### src/hw/rtl/sspp_pkg.sv
// Shared types, widths and codes for the stepper step pulse pacer.
package sspp_pkg;

    // Default tick rate of the timestamp (ticks per second)
    localparam int TICKS_PER_SECOND_DEF = 1000000;

    // Field widths
    localparam int FRAC_W   = 7;
    localparam int SPEED_W  = 10;
    localparam int DIR_W    = 2;
    localparam int NOW_W    = 32;
    localparam int PERIOD_W = 17;
    localparam int CFG_W    = 10;
    localparam int CFG_IDX_W = 1;

    // Divisor is speed shifted by up to six places (fraction 64)
    localparam int SHAMT_W  = 3;
    localparam int DVS_W    = SPEED_W + 6;

    // Stream payload layout
    localparam int IN_FIELDS_W  = 1 + DIR_W + NOW_W;
    localparam int IN_TDATA_W   = ((IN_FIELDS_W + 7) / 8) * 8;
    localparam int OUT_FIELDS_W = 5 + PERIOD_W;
    localparam int OUT_TDATA_W  = ((OUT_FIELDS_W + 7) / 8) * 8;

    localparam logic [PERIOD_W-1:0] PERIOD_MAX = {PERIOD_W{1'b1}};

    // Register indexes
    localparam logic [CFG_IDX_W-1:0] CFG_FRACTION = 1'b0;
    localparam logic [CFG_IDX_W-1:0] CFG_SPEED    = 1'b1;

    // Supported microstep fractions
    localparam logic [FRAC_W-1:0] FRAC_8  = 7'd8;
    localparam logic [FRAC_W-1:0] FRAC_16 = 7'd16;
    localparam logic [FRAC_W-1:0] FRAC_32 = 7'd32;
    localparam logic [FRAC_W-1:0] FRAC_64 = 7'd64;

    // Direction codes (any other code keeps the pin)
    localparam logic [DIR_W-1:0] DIR_CW  = 2'd1;
    localparam logic [DIR_W-1:0] DIR_CCW = 2'd2;

    // Controller states
    typedef enum logic [1:0] {
        ST_IDLE,
        ST_DIVIDE,
        ST_LOAD
    } t_state;

    // Controller to datapath commands
    typedef struct packed {
        logic item_take;
        logic div_start;
        logic div_step;
        logic period_load;
        logic period_clear;
    } t_cmd;

    // Datapath to controller status
    typedef struct packed {
        logic cfg_hit;
        logic cfg_zero;
    } t_status;

endpackage

### src/hw/rtl/stepper_step_pulse_pacer.sv
// Top level of the stepper step pulse pacer: controller plus datapath.
//
//  Channel   | Direction | Payload
//  ----------+-----------+-----------------------------------------------------
//  s_axis    | in        | run, direction, now_us (one move call per item)
//  m_axis    | out       | step_pulse, direction_level, enable_level, mode pins,
//            |           | step_period_us (one result per item)
//  cfg       | in        | write of microstep_fraction (0) or speed_rps (1)
//
//  The result of an item shows in m_axis the cycle after accept,
//  and the next item is taken while that result drains.
//  A write that leaves a supported fraction and a nonzero speed starts a
//  restoring divide, one quotient bit a cycle: s_axis is held through the
//  divide and the period load that follows it.
//  Reset is synchronous and active low; there is no clearing pass.
//  A stalled m_axis holds its result and blocks s_axis once full.
module stepper_step_pulse_pacer #(
    parameter int TICKS_PER_SECOND = sspp_pkg::TICKS_PER_SECOND_DEF
) (
    input  logic                             i_clk,
    input  logic                             i_rst_n,
    // Move call input
    input  logic                             s_axis_tvalid,
    output logic                             s_axis_tready,
    // [0] run, [2:1] direction, [34:3] now_us, [39:35] zero
    input  logic [sspp_pkg::IN_TDATA_W-1:0]  s_axis_tdata,
    // Pin state output
    output logic                             m_axis_tvalid,
    input  logic                             m_axis_tready,
    // [0] step_pulse, [1] direction_level, [2] enable_level, [3] mode_pin_zero,
    // [4] mode_pin_one, [21:5] step_period_us, [23:22] zero
    output logic [sspp_pkg::OUT_TDATA_W-1:0] m_axis_tdata,
    // Configuration write port
    input  logic                             i_cfg_we,
    input  logic [sspp_pkg::CFG_IDX_W-1:0]   i_cfg_index,
    input  logic [sspp_pkg::CFG_W-1:0]       i_cfg_wdata
);

    sspp_pkg::t_cmd    cmd;
    sspp_pkg::t_status status;

    sspp_ctrl #(
        .TICKS_PER_SECOND (TICKS_PER_SECOND)
    ) u_ctrl (
        .i_clk       (i_clk),
        .i_rst_n     (i_rst_n),
        .i_in_valid  (s_axis_tvalid),
        .o_in_ready  (s_axis_tready),
        .o_out_valid (m_axis_tvalid),
        .i_out_ready (m_axis_tready),
        .i_status    (status),
        .o_cmd       (cmd)
    );

    sspp_dpath #(
        .TICKS_PER_SECOND (TICKS_PER_SECOND)
    ) u_dpath (
        .i_clk       (i_clk),
        .i_rst_n     (i_rst_n),
        .i_cfg_we    (i_cfg_we),
        .i_cfg_index (i_cfg_index),
        .i_cfg_wdata (i_cfg_wdata),
        .i_in_data   (s_axis_tdata),
        .o_out_data  (m_axis_tdata),
        .i_cmd       (cmd),
        .o_status    (status)
    );

endmodule

### src/hw/rtl/sspp_ctrl.sv
// Controller: item handshake, output valid and the period divide sequence.
module sspp_ctrl #(
    parameter int TICKS_PER_SECOND = sspp_pkg::TICKS_PER_SECOND_DEF
) (
    input  logic             i_clk,
    input  logic             i_rst_n,
    input  logic             i_in_valid,
    output logic             o_in_ready,
    output logic             o_out_valid,
    input  logic             i_out_ready,
    input  sspp_pkg::t_status i_status,
    output sspp_pkg::t_cmd   o_cmd
);

    localparam int QW = $clog2(TICKS_PER_SECOND + 1);
    localparam int CW = $clog2(QW);

    sspp_pkg::t_state r_state, n_state;
    logic [CW-1:0]    r_count, n_count;
    logic             r_out_valid, n_out_valid;
    logic             take;

    // Accept an item when idle and the output register is free or draining
    assign o_in_ready  = (r_state == sspp_pkg::ST_IDLE) && (!r_out_valid || i_out_ready);
    assign take        = i_in_valid && o_in_ready;
    assign o_out_valid = r_out_valid;

    // State, counter and output valid registers
    always_ff @(posedge i_clk) begin
        if (!i_rst_n) begin
            r_state     <= sspp_pkg::ST_IDLE;
            r_count     <= '0;
            r_out_valid <= 1'b0;
        end else begin
            r_state     <= n_state;
            r_count     <= n_count;
            r_out_valid <= n_out_valid;
        end
    end

    // Next state and commands
    always_comb begin
        n_state            = r_state;
        n_count            = r_count;
        o_cmd              = '0;
        o_cmd.item_take    = take;

        if (take) begin
            n_out_valid = 1'b1;
        end else if (i_out_ready) begin
            n_out_valid = 1'b0;
        end else begin
            n_out_valid = r_out_valid;
        end

        if (i_status.cfg_hit) begin
            // Restart from the new settings; zero speed needs no divide
            n_count = '0;
            if (i_status.cfg_zero) begin
                o_cmd.period_clear = 1'b1;
                n_state            = sspp_pkg::ST_IDLE;
            end else begin
                o_cmd.div_start = 1'b1;
                n_state         = sspp_pkg::ST_DIVIDE;
            end
        end else begin
            case (r_state)
                sspp_pkg::ST_IDLE: begin
                end
                sspp_pkg::ST_DIVIDE: begin
                    o_cmd.div_step = 1'b1;
                    n_count        = r_count + 1'b1;
                    if (r_count == CW'(QW - 1)) begin
                        n_state = sspp_pkg::ST_LOAD;
                    end
                end
                sspp_pkg::ST_LOAD: begin
                    o_cmd.period_load = 1'b1;
                    n_state           = sspp_pkg::ST_IDLE;
                end
                default: begin
                    n_state = sspp_pkg::ST_IDLE;
                end
            endcase
        end
    end

endmodule

### src/hw/rtl/sspp_dpath.sv
// Datapath: settings, pin state, period divider, step compare and result register.
module sspp_dpath #(
    parameter int TICKS_PER_SECOND = sspp_pkg::TICKS_PER_SECOND_DEF
) (
    input  logic                                i_clk,
    input  logic                                i_rst_n,
    input  logic                                i_cfg_we,
    input  logic [sspp_pkg::CFG_IDX_W-1:0]      i_cfg_index,
    input  logic [sspp_pkg::CFG_W-1:0]          i_cfg_wdata,
    input  logic [sspp_pkg::IN_TDATA_W-1:0]     i_in_data,
    output logic [sspp_pkg::OUT_TDATA_W-1:0]    o_out_data,
    input  sspp_pkg::t_cmd                      i_cmd,
    output sspp_pkg::t_status                   o_status
);

    localparam int QW   = $clog2(TICKS_PER_SECOND + 1);
    localparam int WW   = (QW > sspp_pkg::PERIOD_W) ? QW : sspp_pkg::PERIOD_W;
    localparam int DVW  = sspp_pkg::DVS_W;
    localparam int PAD  = sspp_pkg::OUT_TDATA_W - sspp_pkg::OUT_FIELDS_W;
    localparam int NOWW = sspp_pkg::NOW_W;

    // Settings and pin state
    logic [sspp_pkg::FRAC_W-1:0]   r_frac, n_frac;
    logic [sspp_pkg::SPEED_W-1:0]  r_speed, n_speed;
    logic [1:0]                    r_pins;
    logic [sspp_pkg::PERIOD_W-1:0] r_period;
    logic [NOWW-1:0]               r_last;
    logic                          r_dir;

    // Divider registers
    logic [DVW-1:0] r_dvs;
    logic [DVW-1:0] r_rem, n_rem;
    logic [QW-1:0]  r_quo, n_quo;
    logic [DVW:0]   shifted;

    // Result register
    logic [sspp_pkg::OUT_TDATA_W-1:0] r_out;

    logic                          sup;
    logic [sspp_pkg::SHAMT_W-1:0]  shamt;
    logic [1:0]                    pins;
    logic [sspp_pkg::PERIOD_W-1:0] sat_quo;

    logic                    in_run;
    logic [sspp_pkg::DIR_W-1:0] in_dir;
    logic [NOWW-1:0]         in_now;
    logic [NOWW-1:0]         elapsed;
    logic                    pulse;
    logic                    n_dir;

    // Settings as they stand after this cycle's write
    always_comb begin
        n_frac  = r_frac;
        n_speed = r_speed;
        if (i_cfg_we) begin
            case (i_cfg_index)
                sspp_pkg::CFG_FRACTION: n_frac  = i_cfg_wdata[sspp_pkg::FRAC_W-1:0];
                sspp_pkg::CFG_SPEED:    n_speed = i_cfg_wdata[sspp_pkg::SPEED_W-1:0];
                default: begin
                end
            endcase
        end
    end

    // Decode fraction into mode pins and divisor shift
    always_comb begin
        sup   = 1'b1;
        shamt = '0;
        pins  = 2'b00;
        case (n_frac)
            sspp_pkg::FRAC_8: begin
                shamt = 3'd3;
                pins  = 2'b00;
            end
            sspp_pkg::FRAC_16: begin
                shamt = 3'd4;
                pins  = 2'b11;
            end
            sspp_pkg::FRAC_32: begin
                shamt = 3'd5;
                pins  = 2'b10;
            end
            sspp_pkg::FRAC_64: begin
                shamt = 3'd6;
                pins  = 2'b01;
            end
            default: begin
                sup = 1'b0;
            end
        endcase
    end

    assign o_status.cfg_hit  = i_cfg_we && sup;
    assign o_status.cfg_zero = (n_speed == '0);

    // One restoring divide step: shift in the next dividend bit, subtract if it fits
    always_comb begin
        shifted = {r_rem, r_quo[QW-1]};
        if (shifted >= {1'b0, r_dvs}) begin
            n_rem = DVW'(shifted - {1'b0, r_dvs});
            n_quo = {r_quo[QW-2:0], 1'b1};
        end else begin
            n_rem = shifted[DVW-1:0];
            n_quo = {r_quo[QW-2:0], 1'b0};
        end
    end

    // Clamp the quotient to the period range
    always_comb begin
        if (WW'(r_quo) > WW'(sspp_pkg::PERIOD_MAX)) begin
            sat_quo = sspp_pkg::PERIOD_MAX;
        end else begin
            sat_quo = sspp_pkg::PERIOD_W'(r_quo);
        end
    end

    // Unpack the item and test the elapsed time against the period
    assign in_run  = i_in_data[0];
    assign in_dir  = i_in_data[sspp_pkg::DIR_W:1];
    assign in_now  = i_in_data[sspp_pkg::DIR_W+NOWW:sspp_pkg::DIR_W+1];
    assign elapsed = in_now - r_last;
    assign pulse   = in_run && (elapsed >= NOWW'(r_period));

    always_comb begin
        case (in_dir)
            sspp_pkg::DIR_CW:  n_dir = 1'b0;
            sspp_pkg::DIR_CCW: n_dir = 1'b1;
            default:           n_dir = r_dir;
        endcase
    end

    // Control state: settings, pins, period, direction, last step time
    always_ff @(posedge i_clk) begin
        if (!i_rst_n) begin
            r_frac   <= sspp_pkg::FRAC_8;
            r_speed  <= '0;
            r_pins   <= 2'b00;
            r_period <= '0;
            r_last   <= '0;
            r_dir    <= 1'b0;
        end else begin
            r_frac  <= n_frac;
            r_speed <= n_speed;
            if (o_status.cfg_hit) begin
                r_pins <= pins;
            end
            if (i_cmd.period_clear) begin
                r_period <= '0;
            end else if (i_cmd.period_load) begin
                r_period <= sat_quo;
            end
            if (i_cmd.item_take) begin
                r_dir <= n_dir;
                if (pulse) begin
                    r_last <= in_now;
                end
            end
        end
    end

    // Divider operands and partial results
    always_ff @(posedge i_clk) begin
        if (i_cmd.div_start) begin
            r_dvs <= DVW'(n_speed) << shamt;
            r_rem <= '0;
            r_quo <= QW'(TICKS_PER_SECOND);
        end else if (i_cmd.div_step) begin
            r_rem <= n_rem;
            r_quo <= n_quo;
        end
    end

    // Capture the result of each item; every call leaves the driver enabled
    always_ff @(posedge i_clk) begin
        if (i_cmd.item_take) begin
            r_out <= {{PAD{1'b0}}, r_period, r_pins[1], r_pins[0], 1'b0, n_dir, pulse};
        end
    end

    assign o_out_data = r_out;

endmodule

### config.mk
export PLATFORM = sky130hd
export DESIGN_NAME = stepper_step_pulse_pacer
export DESIGN_NICKNAME = d
export VERILOG_FILES = /design/src/hw/rtl/sspp_pkg.sv /design/src/hw/rtl/stepper_step_pulse_pacer.sv /design/src/hw/rtl/sspp_ctrl.sv /design/src/hw/rtl/sspp_dpath.sv
export SDC_FILE = /design/constraint.sdc
export NUM_CORES = 1
export LEC_CHECK = 0
export ABC_AREA = 1
export BUFFER_PORTS_ARGS = -buffer_cell sky130_fd_sc_hd__buf_2
export CORE_AREA = 2 2 95 189
export CTS_BUF_LIST = sky130_fd_sc_hd__clkbuf_16
export DETAILED_ROUTE_END_ITERATION = 8
export DIE_AREA = 0 0 97 191
export PLACE_DENSITY = 0.78
export SYNTH_ARGS = -nofsm -noshare
export SYNTH_HDL_FRONTEND = slang
export SYNTH_HIERARCHICAL = 1
export SYNTH_SLANG_ARGS = --single-unit
### constraint.sdc
create_clock -name i_clk -period 6.2 [get_ports i_clk]
set_clock_uncertainty 0.15 [all_clocks]
set_input_delay 1.86 -clock i_clk [delete_from_list [all_inputs] [get_ports i_clk]]
set_output_delay 1.86 -clock i_clk [all_outputs]
set_load 0.01 [all_outputs]
## After elaboration in Yosys (flattened, before gate mapping)

Cells that the tools add are included.

- Flip-flop bits (word level): 150
- Bits of input ports: 56
- Output and inout port bits: 26
- Logic and storage cells: 70

- Add/subtract/negate cells: 3
- $lt $le $gt $ge: 3
- Eq/ne operators: 11
- Shift-type cells: 1
- Muxes and demuxes: 24
- Bitwise logic cells: 1
- Reductions and logical operators: 14

Operators with widths:

| cell | number |
|---|---|
| $ge A32 B17 Y1 | 1 |
| $sub A32 B32 Y32 | 1 |
| $gt A20 B17 Y1 const B | 1 |
| $mux W10 | 2 |
| $ge A17 B16 Y1 | 1 |
| $mux W17 | 1 |
| $mux W16 | 1 |
| $shl A10 B3 Y16 | 1 |
| $sub A16 B16 Y16 | 1 |
| $mux W7 | 2 |
| $pmux W3 S4 | 1 |
| $mux W1 | 11 |
| $logic_not A10 Y1 | 1 |
| $eq A7 B4 Y1 const B | 1 |
| $eq A7 B5 Y1 const B | 1 |
| $eq A7 B6 Y1 const B | 1 |
| $eq A7 B7 Y1 const B | 1 |
| $mux W2 | 3 |
| $pmux W2 S3 | 1 |
| $add A5 B1 Y5 const B | 1 |
| $eq A5 B5 Y1 const B | 1 |
| $eq A2 B1 Y1 const B | 2 |
| $eq A2 B2 Y1 const B | 2 |
| $logic_and A1 B1 Y1 | 4 |
| 12 further kinds | 14 |

## Depth between registers and ports, before layout

- Word-level depth: 8
- Gate-level depth with buffers: 25
- Mapped depth without buffers: 24

## Modules after synthesis

The synthesis kept the hierarchy.

Modules (own cells, without submodules):

| module | times used | cells each | area each (um2) | sequential area each (um2) |
|---|---|---|---|---|
| sspp_dpath | 1 | 1463 | 9646.8 | 3213.1 |
| sspp_ctrl | 1 | 54 | 405.4 | 160.2 |

## Worst setup path before layout

No wires, ideal clock.

- Kind: input-to-reg
- Start point: in i_cfg_index
- End point: reg u_dpath.r_quo[16]
- Library setup time: 0.074 ns
- Arrival: 4.439 ns
- Required time: 5.976 ns
- Path slack: 1.537 ns
- Stages: 16
- Path buffers: 2
- Cells stage by stage: inv_1 nand2_4 mux2i_1 nand2_1 nor2_2 nand4_1 nand2_1 o21ai_0 inv_1 inv_1 or2_1 inv_1 clkbuf_1 clkbuf_1 a21oi_1 o21ai_0

RTL lines:

| what | line | RTL |
|---|---|---|
| start: declaration | stepper_step_pulse_pacer.sv:35 | `input logic [sspp_pkg::CFG_IDX_W-1:0] i_cfg_index,` |
| end signal: assignment | sspp_dpath.sv:166 | `r_quo <= QW'(TICKS_PER_SECOND);` |
| end signal: assignment | sspp_dpath.sv:169 | `r_quo <= n_quo;` |
| end: declaration | sspp_dpath.sv:33 | `logic [QW-1:0] r_quo, n_quo;` |

## Worst setup path after layout

- Start point: in s_axis_tdata[3] in the netlist's numbering
- End point: reg u_dpath.r_last[21]

- Cells in the longest elaborated chain, start to end: 4

RTL lines:

| what | line | RTL |
|---|---|---|
| start: declaration | stepper_step_pulse_pacer.sv:26 | `input logic [sspp_pkg::IN_TDATA_W-1:0] s_axis_tdata,` |
| $sub A32 B32 Y32 | sspp_dpath.sv:121 | `assign elapsed = in_now - r_last;` |
| $ge A32 B17 Y1 | sspp_dpath.sv:122 | `assign pulse = in_run && (elapsed >= NOWW'(r_period));` |
| $logic_and A1 B1 Y1 | sspp_dpath.sv:122 |  |
| $reduce_and A2 Y1 (no line) | - |  |
| end signal: assignment | sspp_dpath.sv:155 | `r_last <= in_now;` |
| end: declaration | sspp_dpath.sv:27 | `logic [NOWW-1:0] r_last;` |

No other way between the ends.
A chain may end at the register's enable or synchronous reset.

==> metrics.txt <==
status complete, no violations; CTS tree done; largest net degree at the start of global routing 52; count of warnings emitted by yosys 6; count of nets after finishing 1694; routed length on met3 880 um; buffers added on ports 73; total clock buffers created by CTS 17; WP data required about 6.4 ns; count of routing violations after the opening detailed-route iteration about 460; Cell Chain, Critical Path buf_2, inv_1, ha_1, fa_1, inv_1, nand3_1, nand3_1, nand2_1, nand3_1, xor2_1, ha_1, a21oi_1, o21a_1, o221ai_1, a21oi_1, nor2_1, nor2_2, nand2_4, nand3_4, nand2_1, inv_1, nor2_1; cell with the most instances after synthesis sky130_fd_sc_hd__nand2_1; fraction of layout instances using a drive strength above 1 0.0998; fraction of the yosys area taken by sequential cells 0.336; number of levels in the clock H-tree 4; worst min-delay path category reg -> reg; ratio of total power to cell area ~310 nW/um^2; Period Utilization, post-route 0.844; total length of routed wires about 23 mm; Fin. Hold Viols 0; residual overflow from global routing 0; clk root buf sky130_fd_sc_hd__clkbuf_16; Die W 97 um; most used flip-flop cell after synthesis sky130_fd_sc_hd__dfxtp_1; remaining antenna violation count 0; number of flops mapped to enable cells by yosys 37; GRT Total Usage 0.256; final period demand of the worst path about 5.2 ns; cell total after placement about 1800; kind of end point of the critical path flip-flop; I/O Pins 82; top cell type by total area after synthesis sky130_fd_sc_hd__dfxtp_1; post-synthesis cell type count 47; unrepaired setup endpoints after global routing false; Worst EP arrival 5.45 ns; via count slightly above 9000; placer's final routability congestion estimate a little over 0.9; maximum fanout along the worst path 33; die area roughly 19000 sq um; number of detailed-route iterations in the first pass 5; post-synthesis instance area 10100 sq um; final max-slew violation count 0; Reg clk slew, reported paths 0.06 ns; Total Negative Setup Slacks 0 ns; cell count after synthesis 1517; clock latency on the worst-skew pair 0.42 ns; leakage power total 0.00593 uW; fraction of post-synthesis cell area in the top cell type by area 0.225; mean area per synthesized cell about 6.6 sq um; Max Clk Rate 191 MHz; share of async-settable or async-resettable flops after synthesis 0; Highest Signal Layer met4; final antenna diode count 0; initial core utilization 0.588; classification of the worst setup path in -> reg; overall die height between 150 and 200 um; Hold Buf Count CTS 0; Post-CTS Setup Repair Bufs 0; # resized after CTS 0; number of buffers between clock root and the deepest sink 2; post-detail-place hpwl about 17 mm; count of state elements after synthesis 150; met2 wire length 11.9 mm; average vias per placed instance 5.20; relative max-transition margin 0.396; final standard cell count with taps included and fillers excluded 1793; total setup violations reported at the end of the flow 0; final core area utilization 0.647; average detailed-routed wire length per instance 13.1 um; Commonest cells post-synth sky130_fd_sc_hd__nand2_1, sky130_fd_sc_hd__inv_1, sky130_fd_sc_hd__nor2_1; antenna violations before repair 0; worst stage delay on the critical path 0.45 ns; master of the slowest instance on the critical path sky130_fd_sc_hd__nand3_4; Clock Sink Count 150; Layout area overhead 10.0%; count of maximum capacitance violations 0; site row count 68; cells taking the most area after synthesis sky130_fd_sc_hd__dfxtp_1, sky130_fd_sc_hd__nand2_1, sky130_fd_sc_hd__inv_1; Slew @ Worst Pin around 0.9 ns; length of routed wiring on met1 10.2 mm; wire length of the first global-routing pass between 30 and 40 mm; via count of the first global-routing pass just under 9000; Std-Cell Core Area 17100 sq um; kind of start point of the critical path input port; detailed-route DRC error count 0; worst voltage drop across the vdd grid roughly 0.17 mV
==> worst paths after layout <==
kind	start	endpoint	slack [ns]	depth (start not counted)
max	s_axis_tdata[3]	u_dpath/r_last[21]	0.97	22
min	u_dpath/r_pins[1]	u_dpath/o_out_data[4]	0.29	0
max reg2reg	u_dpath/r_last[0]	u_dpath/r_last[21]	2.23	20
min reg2reg	u_dpath/r_pins[1]	u_dpath/o_out_data[4]	0.29	0
==> through the flow <==
| stage | total power [uW] | worst slack [ns] | hold slack, ns | cell area (sq um) |
|---|---|---|---|---|
| CTS | 3430 | 0.948 | 0.289 | 11100 |
| floorplan | 2150 | 1.54 | 0.259 | 10100 |
| detailed placement | 2410 | 0.522 | 0.270 | 10500 |
| global placement | 2360 | 0.666 | 0.268 | 10500 |
| global route | 3650 | 0.659 | 0.305 | 11100 |
| finish | 3420 | 0.968 | 0.286 | 11100 |
==> sequential cells by signal (all words and copies together) (netlist names) <==
register / flops
u_dpath/r_rem: 16
u_dpath/r_dvs: 16
u_dpath/r_speed: 10
u_dpath/r_dir: 1
u_dpath/o_out_data: 21
u_ctrl/r_count: 5
u_dpath/r_quo: 20
u_ctrl/r_state: 2
u_dpath/r_frac: 7
u_dpath/r_last: 32
u_dpath/r_pins: 2
u_ctrl/o_out_valid: 1
u_dpath/r_period: 17
==> layout make-up <==
type / count / area, sq um
Clock buffer: 18 / 450
Timing Repair Buffer: 79 / 410
Tap cell: 210 / 263
Inverter: 324 / 1220
Sequential cell: 150 / 3370
Clock inverter: 14 / 118
Fill cell: 1553 / 6040
Multi-Input combinational cell: 998 / 5230
==> logic make-up (layout without fill, tap and decap cells) <==
group,Yosys count,after routing,synth area share
compound gates,201,201,0.109
xor+xnor,29,29,0.0253
simple gates,689,689,0.290
other cells,1,3,0.000373
flops,150,150,0.336
mux,8,8,0.00834
fa+ha+maj,68,68,0.0861
buf+inv,371,435,0.146
==> layer usage <==
layer / vias up / track usage
li1: 4846 / -
met1: 4211 / 0.313
met2: 224 / 0.461
met3: 42 / 0.0329
met4: 0 / 0.0899
met5: - / 0
==> power by group <==
part / switching (uW) / internal, uW
registers: 89.3 / 1170
clock network: 457 / 548
logic: 734 / 423
==> critical path: cells and delay by family <==
family                     cells  cell delay (ns)
AOI/OAI and AO/OA              4             0.47
adders and majority gates      3             0.83
and+or+nand+nor               10             1.70
buffers and inverters          4             0.33
xor gates and xnor gates       1             0.22
==> layout by cell type, fill, tap and decap left out, types with 5 or more instances in the layout <==
master and count:
sky130_fd_sc_hd__a21oi_1 74, sky130_fd_sc_hd__a31oi_1 23, sky130_fd_sc_hd__buf_2 73, sky130_fd_sc_hd__buf_4 6
sky130_fd_sc_hd__clkbuf_16 18, sky130_fd_sc_hd__clkinv_1 7, sky130_fd_sc_hd__dfxtp_1 113, sky130_fd_sc_hd__edfxtp_1 37
sky130_fd_sc_hd__ha_1 66, sky130_fd_sc_hd__inv_1 307, sky130_fd_sc_hd__inv_2 11, sky130_fd_sc_hd__mux2i_1 7
sky130_fd_sc_hd__nand2_1 415, sky130_fd_sc_hd__nand2_2 10, sky130_fd_sc_hd__nand3_1 45, sky130_fd_sc_hd__nand4_1 47
sky130_fd_sc_hd__nor2_1 133, sky130_fd_sc_hd__nor2_2 5, sky130_fd_sc_hd__nor3_1 12, sky130_fd_sc_hd__o21ai_0 72
sky130_fd_sc_hd__o21ai_1 12, sky130_fd_sc_hd__or2_2 6, sky130_fd_sc_hd__xnor2_1 6, sky130_fd_sc_hd__xor2_1 23
(Power assumes the default switching activity.)
